**src/hdl/ssbb_pkg.sv**
```systemverilog
// Shared types and constants for the sorted sequence block buffer.
`default_nettype none
package ssbb_pkg;

  localparam int DEPTH    = 64;
  localparam int IDX_W    = $clog2(DEPTH);
  localparam int CNT_W    = IDX_W + 1;
  localparam int SEQ_W    = 32;
  localparam int TAG_BITS = 16;
  localparam int ENTRY_W  = SEQ_W + TAG_BITS;

  typedef enum logic [1:0] {
    ST_INSERTED  = 2'd0,
    ST_DUPLICATE = 2'd1,
    ST_FULL      = 2'd2,
    ST_PRUNED    = 2'd3
  } status_t;

  typedef enum logic {
    OP_INSERT = 1'b0,
    OP_PRUNE  = 1'b1
  } op_t;

  typedef enum logic [2:0] {
    S_IDLE,
    S_SEARCH,
    S_COMPARE,
    S_SHIFT,
    S_PLACE,
    S_RESULT
  } state_t;

  typedef struct packed {
    logic load;
    logic search_rd;
    logic search_upd;
    logic decide;
    logic shift_step;
    logic place;
    logic emit;
  } cmd_t;

  typedef struct packed {
    logic is_prune;
    logic search_done;
    logic dup;
    logic full;
    logic shift_done;
    logic out_busy;
  } stat_t;

endpackage
`default_nettype wire

```
**src/hdl/ssbb_datapath.sv**
```systemverilog
// Entry store, binary search, shift engine and result register.
`default_nettype none
module ssbb_datapath (
  input  logic                              clk,
  input  logic                              rst,
  input  ssbb_pkg::cmd_t                    cmd,
  output ssbb_pkg::stat_t                   stat,
  input  logic                              opcode,
  input  logic signed [ssbb_pkg::SEQ_W-1:0] seq_number,
  input  logic [ssbb_pkg::TAG_BITS-1:0]     block_tag,
  input  logic                              out_stall,
  output logic                              out_valid,
  output logic [1:0]                        status,
  output logic [ssbb_pkg::CNT_W-1:0]        entry_count,
  output logic [ssbb_pkg::CNT_W-1:0]        removed_count
);
  import ssbb_pkg::*;

  logic [ENTRY_W-1:0]      mem [DEPTH];
  logic [ENTRY_W-1:0]      rd_data;
  op_t                     q_op;
  logic signed [SEQ_W-1:0] q_seq;
  logic [TAG_BITS-1:0]     q_tag;
  logic [CNT_W-1:0]        count;
  logic [CNT_W-1:0]        lo;
  logic [CNT_W-1:0]        hi;
  logic                    dup_flag;
  logic [CNT_W-1:0]        ptr;
  logic [IDX_W-1:0]        last_rd;
  logic                    sh_vld;
  status_t                 res_status;
  logic [CNT_W-1:0]        res_removed;

  logic [CNT_W:0]          mid_sum;
  logic [IDX_W-1:0]        mid;
  logic [CNT_W-1:0]        ptr_dec;
  logic signed [SEQ_W-1:0] mem_seq;
  logic                    pred;
  logic                    rd_en;
  logic [IDX_W-1:0]        rd_addr;
  logic                    wr_en;
  logic [IDX_W-1:0]        wr_addr;
  logic [ENTRY_W-1:0]      wr_data;

  assign mid_sum = {1'b0, lo} + {1'b0, hi};
  assign mid     = mid_sum[IDX_W:1];
  assign ptr_dec = ptr - 1'b1;
  assign mem_seq = signed'(rd_data[ENTRY_W-1:TAG_BITS]);
  assign pred    = (q_op == OP_PRUNE) ? (mem_seq < q_seq) : (mem_seq <= q_seq);

  always_comb begin
    rd_en   = 1'b0;
    rd_addr = ptr_dec[IDX_W-1:0];
    if (cmd.search_rd) begin
      rd_en   = 1'b1;
      rd_addr = mid;
    end else if (cmd.shift_step && (ptr != lo)) begin
      rd_en = 1'b1;
    end
  end

  always_comb begin
    wr_en   = 1'b0;
    wr_addr = last_rd + 1'b1;
    wr_data = rd_data;
    if (cmd.place) begin
      wr_en   = 1'b1;
      wr_addr = lo[IDX_W-1:0];
      wr_data = {q_seq, q_tag};
    end else if (cmd.shift_step && sh_vld) begin
      wr_en = 1'b1;
    end
  end

  always_ff @(posedge clk) begin
    if (wr_en) begin
      mem[wr_addr] <= wr_data;
    end
    if (rd_en) begin
      rd_data <= mem[rd_addr];
    end
  end

  always_ff @(posedge clk) begin
    if (cmd.load) begin
      q_op     <= op_t'(opcode);
      q_seq    <= seq_number;
      q_tag    <= block_tag;
      lo       <= '0;
      hi       <= count;
      ptr      <= count;
      dup_flag <= 1'b0;
    end
    if (cmd.search_upd) begin
      if (pred) begin
        hi       <= {1'b0, mid};
        dup_flag <= (mem_seq == q_seq);
      end else begin
        lo <= {1'b0, mid} + 1'b1;
      end
    end
    if (cmd.shift_step && (ptr != lo)) begin
      ptr     <= ptr_dec;
      last_rd <= ptr_dec[IDX_W-1:0];
    end
    if (cmd.decide) begin
      if (q_op == OP_PRUNE) begin
        res_status  <= ST_PRUNED;
        res_removed <= count - lo;
      end else begin
        res_removed <= '0;
        if (dup_flag) begin
          res_status <= ST_DUPLICATE;
        end else if (count == CNT_W'(DEPTH)) begin
          res_status <= ST_FULL;
        end else begin
          res_status <= ST_INSERTED;
        end
      end
    end
    if (cmd.emit) begin
      status        <= res_status;
      entry_count   <= count;
      removed_count <= res_removed;
    end
  end

  always_ff @(posedge clk) begin
    if (rst) begin
      count     <= '0;
      sh_vld    <= 1'b0;
      out_valid <= 1'b0;
    end else begin
      if (cmd.load) begin
        sh_vld <= 1'b0;
      end else if (cmd.shift_step) begin
        sh_vld <= (ptr != lo);
      end
      if (cmd.decide && (q_op == OP_PRUNE)) begin
        count <= lo;
      end else if (cmd.place) begin
        count <= count + 1'b1;
      end
      if (cmd.emit) begin
        out_valid <= 1'b1;
      end else if (!out_stall) begin
        out_valid <= 1'b0;
      end
    end
  end

  assign stat.is_prune    = (q_op == OP_PRUNE);
  assign stat.search_done = (lo == hi);
  assign stat.dup         = dup_flag;
  assign stat.full        = (count == CNT_W'(DEPTH));
  assign stat.shift_done  = (ptr == lo);
  assign stat.out_busy    = out_valid && out_stall;

endmodule
`default_nettype wire

```
**src/hdl/ssbb_ctrl.sv**
```systemverilog
// Sequencing state machine for search, shift, place and result hand-off.
`default_nettype none
module ssbb_ctrl (
  input  logic            clk,
  input  logic            rst,
  input  logic            in_valid,
  output logic            in_stall,
  input  ssbb_pkg::stat_t stat,
  output ssbb_pkg::cmd_t  cmd
);
  import ssbb_pkg::*;

  state_t state;
  state_t state_next;

  always_ff @(posedge clk) begin
    if (rst) begin
      state <= S_IDLE;
    end else begin
      state <= state_next;
    end
  end

  assign in_stall = (state != S_IDLE);

  always_comb begin
    state_next = state;
    cmd        = '0;
    case (state)
      S_IDLE: begin
        if (in_valid) begin
          cmd.load   = 1'b1;
          state_next = S_SEARCH;
        end
      end
      S_SEARCH: begin
        if (stat.search_done) begin
          cmd.decide = 1'b1;
          if (stat.is_prune || stat.dup || stat.full) begin
            state_next = S_RESULT;
          end else begin
            state_next = S_SHIFT;
          end
        end else begin
          cmd.search_rd = 1'b1;
          state_next    = S_COMPARE;
        end
      end
      S_COMPARE: begin
        cmd.search_upd = 1'b1;
        state_next     = S_SEARCH;
      end
      S_SHIFT: begin
        cmd.shift_step = 1'b1;
        if (stat.shift_done) begin
          state_next = S_PLACE;
        end
      end
      S_PLACE: begin
        cmd.place  = 1'b1;
        state_next = S_RESULT;
      end
      S_RESULT: begin
        if (!stat.out_busy) begin
          cmd.emit   = 1'b1;
          state_next = S_IDLE;
        end
      end
      default: begin
        state_next = S_IDLE;
      end
    endcase
  end

endmodule
`default_nettype wire

```
**src/hdl/sorted_sequence_block_buffer.sv**
```systemverilog
// Top level of the sorted sequence block buffer.
//
// Holds up to 64 entries (sequence, tag) ordered highest sequence first. The input
// channel (in_valid, in_stall, opcode, seq_number, block_tag) takes an insert
// or a prune word; the output channel (out_valid, out_stall, status,
// entry_count, removed_count) returns one result word per input word.
// One word is processed at a time: in_stall is high from acceptance until
// the result is loaded into the output register.
// A binary search over the n held entries takes at most ceil(log2(n+1))
// probes, at most 7; each probe is a read (S_SEARCH) then a compare (S_COMPARE).
// Prune, duplicate and full then go to the result; an insert moves each entry
// after its place one slot toward the oldest end and then places the new entry,
// in the worst case with 6 probes and 63 entries moved.
// The next word can be accepted in the cycle after the result is loaded.
// The entry store has one write and one registered read port, which sets
// the shift rate of one entry per cycle.
// The result register lets the next word be accepted while a result waits;
// a stalled result holds until taken, and the following result waits for it.
// Reset empties the buffer at once; the stores need no clearing pass.
`default_nettype none
module sorted_sequence_block_buffer (
  input  logic                              clk,
  input  logic                              rst,
  input  logic                              in_valid,
  output logic                              in_stall,
  input  logic                              opcode,
  input  logic signed [ssbb_pkg::SEQ_W-1:0] seq_number,
  input  logic [ssbb_pkg::TAG_BITS-1:0]     block_tag,
  output logic                              out_valid,
  input  logic                              out_stall,
  output logic [1:0]                        status,
  output logic [ssbb_pkg::CNT_W-1:0]        entry_count,
  output logic [ssbb_pkg::CNT_W-1:0]        removed_count
);
  import ssbb_pkg::*;

  cmd_t  cmd;
  stat_t stat;

  ssbb_ctrl u_ctrl (
    .clk      (clk),
    .rst      (rst),
    .in_valid (in_valid),
    .in_stall (in_stall),
    .stat     (stat),
    .cmd      (cmd)
  );

  ssbb_datapath u_datapath (
    .clk           (clk),
    .rst           (rst),
    .cmd           (cmd),
    .stat          (stat),
    .opcode        (opcode),
    .seq_number    (seq_number),
    .block_tag     (block_tag),
    .out_stall     (out_stall),
    .out_valid     (out_valid),
    .status        (status),
    .entry_count   (entry_count),
    .removed_count (removed_count)
  );

endmodule
`default_nettype wire
```
**config.mk**
```make
export PLATFORM = sky130hd
export DESIGN_NAME = sorted_sequence_block_buffer
export DESIGN_NICKNAME = d
export VERILOG_FILES = /design/src/hdl/ssbb_pkg.sv /design/src/hdl/ssbb_datapath.sv /design/src/hdl/ssbb_ctrl.sv /design/src/hdl/sorted_sequence_block_buffer.sv
export SDC_FILE = /design/constraint.sdc
export NUM_CORES = 2
export LEC_CHECK = 0
export BUFFER_PORTS_ARGS = -buffer_cell sky130_fd_sc_hd__buf_2
export CORE_AREA = 2 2 448 450
export DETAILED_ROUTE_END_ITERATION = 8
export DIE_AREA = 0 0 450 452
export RECOVER_POWER = 50
export REMOVE_ABC_BUFFERS = 1
export SLEW_MARGIN = 0
export SYNTH_ARGS = -nofsm -noshare
export SYNTH_HDL_FRONTEND = slang
export SYNTH_SLANG_ARGS = --single-unit
export TNS_END_PERCENT = 30
```
**constraint.sdc**
```tcl
create_clock -name clk -period 9.2 [get_ports clk]
set_clock_uncertainty 0.15 [all_clocks]
set_input_delay 0 -clock clk [delete_from_list [all_inputs] [get_ports clk]]
set_output_delay 0 -clock clk [all_outputs]
set_load 0.01 [all_outputs]
```
==> flow_summary.yaml <==
worst_setup_path:
  reg2reg_depth: 5
  cp_data_required_time_ps: 9460
  timing.critical_path.arrival_ps: 7600
  critPathLaunchType: "flop"
  r2r_slack_ps: 1860
  critical_path_peak_fanout: 38
  setup.worst_path.end_class: "flop"
  critical_path.reg2reg.startpoint: "u_ctrl.state[2]"
  timing_worst_setup_path_type: "reg -> reg"
  worst_r2r_endpoint: "u_datapath.mem[54][27]"
clock_tree:
  cts_max_level: 4
  cts_buffer_depth: 3
  ctsRootBufferMaster: "sky130_fd_sc_hd__clkbuf_16"
  clkSinkCount: 2178
  clock_tree_from_tritoncts: "built"
  tritoncts.num_buffers: 212
  cts.reportedPaths.clkPinSlew_ps: 60
  worst_skew_pair.late_latency_ps: 870
floorplan:
  top_level_ports: 71
  core_region_area_mm2: 0.199
  start_util_pct: 43.8
  floorplan.die_area_mm2: 0.203
  die_height_um: 452
  std_cell_rows: 164
  fp.dieW_um: 450
run:
  maxCapViolCount: 44
hold_path:
  worst_hold_startpoint: "out_stall"
  worstHoldPathCells: 4
  worst_hold_path_endpoint: "u_ctrl.state[1]"
  worst_hold_path_type: "in -> reg"
synth:
  synth.lib_cells_used.distinct: 53
  synth_sequential_area_ratio_pct: 74.9
  netlist.area_leader.share_pct: 74.2
  post-synth-top-area-cell: "sky130_fd_sc_hd__edfxtp_1"
  mapped_area_mm2: 0.0870
  ys_seq_elements: 2178
  postSynth.topFlopCell: "sky130_fd_sc_hd__edfxtp_1"
  synthArstFlopShare_pct: 0
  synth.top_cells.by_area: "sky130_fd_sc_hd__edfxtp_1 (74%), sky130_fd_sc_hd__nand2_1 (7.0%), sky130_fd_sc_hd__nand3_1 (4.5%)"
  post_synth.cell_area_avg_um2: 13.6
  synth_edf_count: 2151
  ys_warn_count: 0
  post_synth_inst_count: 6414
timing:
  max_clock_freq_ghz: 0.136
  slew_headroom_pct: -235
  final_hold_viol_count: 0
  rsz0062_at_grt: "false"
  fin_crit_ps: 7340
  worstMarginPinSlew_ps: 4980
  final-max-slew-violation-count: 2115
  finalCritPeriodShare_pct: 79.8
  hold_slack_ps: 71.9
  setup_viol: 0
global_route:
  total_routing_usage_reported_by_global_routing_pct: 23.1
  grt_antenna_before_repair: 7
  first_global_vias: 50951
  grt-ovfl-total: 0
  grt_start_max_net_pins: 200
  grt_first_pass_wirelength_mm: 345
outcome:
  failed_checks: "max-capacitance violations, max-slew violations"
  outcome: "finished, violations left"
final_layout:
  area_delta_synth_final_pct: 12.6
  design.final.nets: 6588
  layout_common_cells: "sky130_fd_sc_hd__edfxtp_1 (2151), sky130_fd_sc_hd__nand2_1 (1613), sky130_fd_sc_hd__nand3_1 (778), sky130_fd_sc_hd__a211oi_1 (261), sky130_fd_sc_hd__a311oi_1 (257)"
  commonest_non_fill_non_tap_cell_in_the_layout: "sky130_fd_sc_hd__edfxtp_1"
  post_route_cells_drive_above_1_share_pct: 8.14
  nFillCells: 16942
route:
  routed_wirelength_normalized_by_instance_count_um: 25.9
  dr_total_vias: 53795
  drt_pass1_iterations: 6
  drt_iter0_markers: 5881
  routed_wire_length_mm: 241
  drt_drc_violations_left: 0
  avgViaCountPerCell: 5.77
  antenna_violating_nets_post_route: 0
placement:
  gp_routability_congestion: 0.875
  post-dp-hpwl_mm: 117
  port_buffers: 54
through the flow:
| stage | utilization (%) | cells | cell area [µm²] | TNS [ps] | setup slack (ps) |
|---|---|---|---|---|---|
| global placement | 45.8 | 8853 | 91000 | 0 | 3190 |
| detailed placement | 45.8 | 8853 | 91000 | 0 | 3200 |
| floorplan | - | 5991 | 85200 | -703570 | -21990 |
| CTS | 49.5 | 9315 | 98300 | 0 | 3180 |
| global route | 49.3 | 9316 | 98000 | 0 | 1630 |
| finish | 49.3 | 9318 | 98000 | 0 | 1860 |
logic make-up (layout without fill, tap and decap cells):
group	Yosys count	in the layout	share of synthesized area, %
other	0	3	0
AND/OR/NAND/NOR	2942	2942	15.1
buffers and inverters	475	720	2.30
XOR/XNOR	36	36	0.362
adder cells (fa/ha/maj)	51	51	0.751
multiplexers	23	23	0.289
AO/OA/AOI/OAI	709	709	6.34
flip-flops	2178	2178	74.9
layout make-up:
cell class	count	area (µm²)	share of cell area, %
well taps	2656	3320	3.39
diodes	3	7.51	0.00766
flip-flops and latches	2178	65100	66.5
multi-input cells	3761	20600	21.1
repair buffers	279	2150	2.19
clock inverters	118	970	0.990
clock buffers	271	5550	5.66
inverters	52	195	0.199
synth_stat cells (66+ instances only):
master                        n
sky130_fd_sc_hd__nand4_1     70
sky130_fd_sc_hd__nand3_1    778
sky130_fd_sc_hd__nor4_1      66
sky130_fd_sc_hd__nor2_1     112
sky130_fd_sc_hd__and2_0     168
sky130_fd_sc_hd__and2_1      92
sky130_fd_sc_hd__a211oi_1   261
sky130_fd_sc_hd__nand2_1   1615
sky130_fd_sc_hd__buf_2      100
sky130_fd_sc_hd__clkbuf_1   280
sky130_fd_sc_hd__a311oi_1   257
sky130_fd_sc_hd__edfxtp_1  2151
worst max path at each step:
stage / startpoint / end / slack, ps
after floorplan: u_datapath.lo[1] / u_datapath.rd_data[16] / -21990
after global placement: u_datapath.lo[1] / u_datapath.rd_data[26] / 3190
after detailed placement: u_datapath.lo[1] / u_datapath.rd_data[26] / 3200
after CTS: u_datapath.lo[1] / u_datapath.rd_data[26] / 3180
after global routing: u_ctrl.state[2] / u_datapath.mem[57][30] / 1630
final: u_ctrl.state[2] / u_datapath.mem[54][27] / 1860
critical path, cell delays in order (launching register included):
cell and delay (ps):
sky130_fd_sc_hd__dfxtp_1 500, sky130_fd_sc_hd__nand2b_1 140, sky130_fd_sc_hd__or2_4 440, sky130_fd_sc_hd__clkbuf_1 910
sky130_fd_sc_hd__o21ai_0 3260, sky130_fd_sc_hd__clkbuf_1 1390
per-layer routing:
metal,global-route usage [%],wire [µm]
met2,37.1,112000
met5,0,0
met4,9.75,10800
met1,31.7,99400
met3,3.43,18700
flip-flops by register name, summed over array words and instances, names as in the netlist, 2 cells and up:
register / count
u_datapath.last_rd: 6
u_datapath.entry_count: 7
u_datapath.res_status: 2
u_datapath.removed_count: 7
u_ctrl.state: 3
u_datapath.rd_data: 32
u_datapath.hi: 7
u_datapath.lo: 7
u_datapath.count: 7
u_datapath.ptr: 7
u_datapath.mem: 2048
u_datapath.status: 2
u_datapath.res_removed: 7
u_datapath.q_seq: 32
repair_timing:
action	4_1_cts	5_1_grt
setup buffers	0	0
hold buffers	73	0
gates resized for setup	0	0
endpoints found under the setup margin	0	0
hold endpoints to repair	74	0
Power is left out: the tool's default activity adds up to more than one toggle a clock period on the data nets, which glitch-free logic cannot reach.
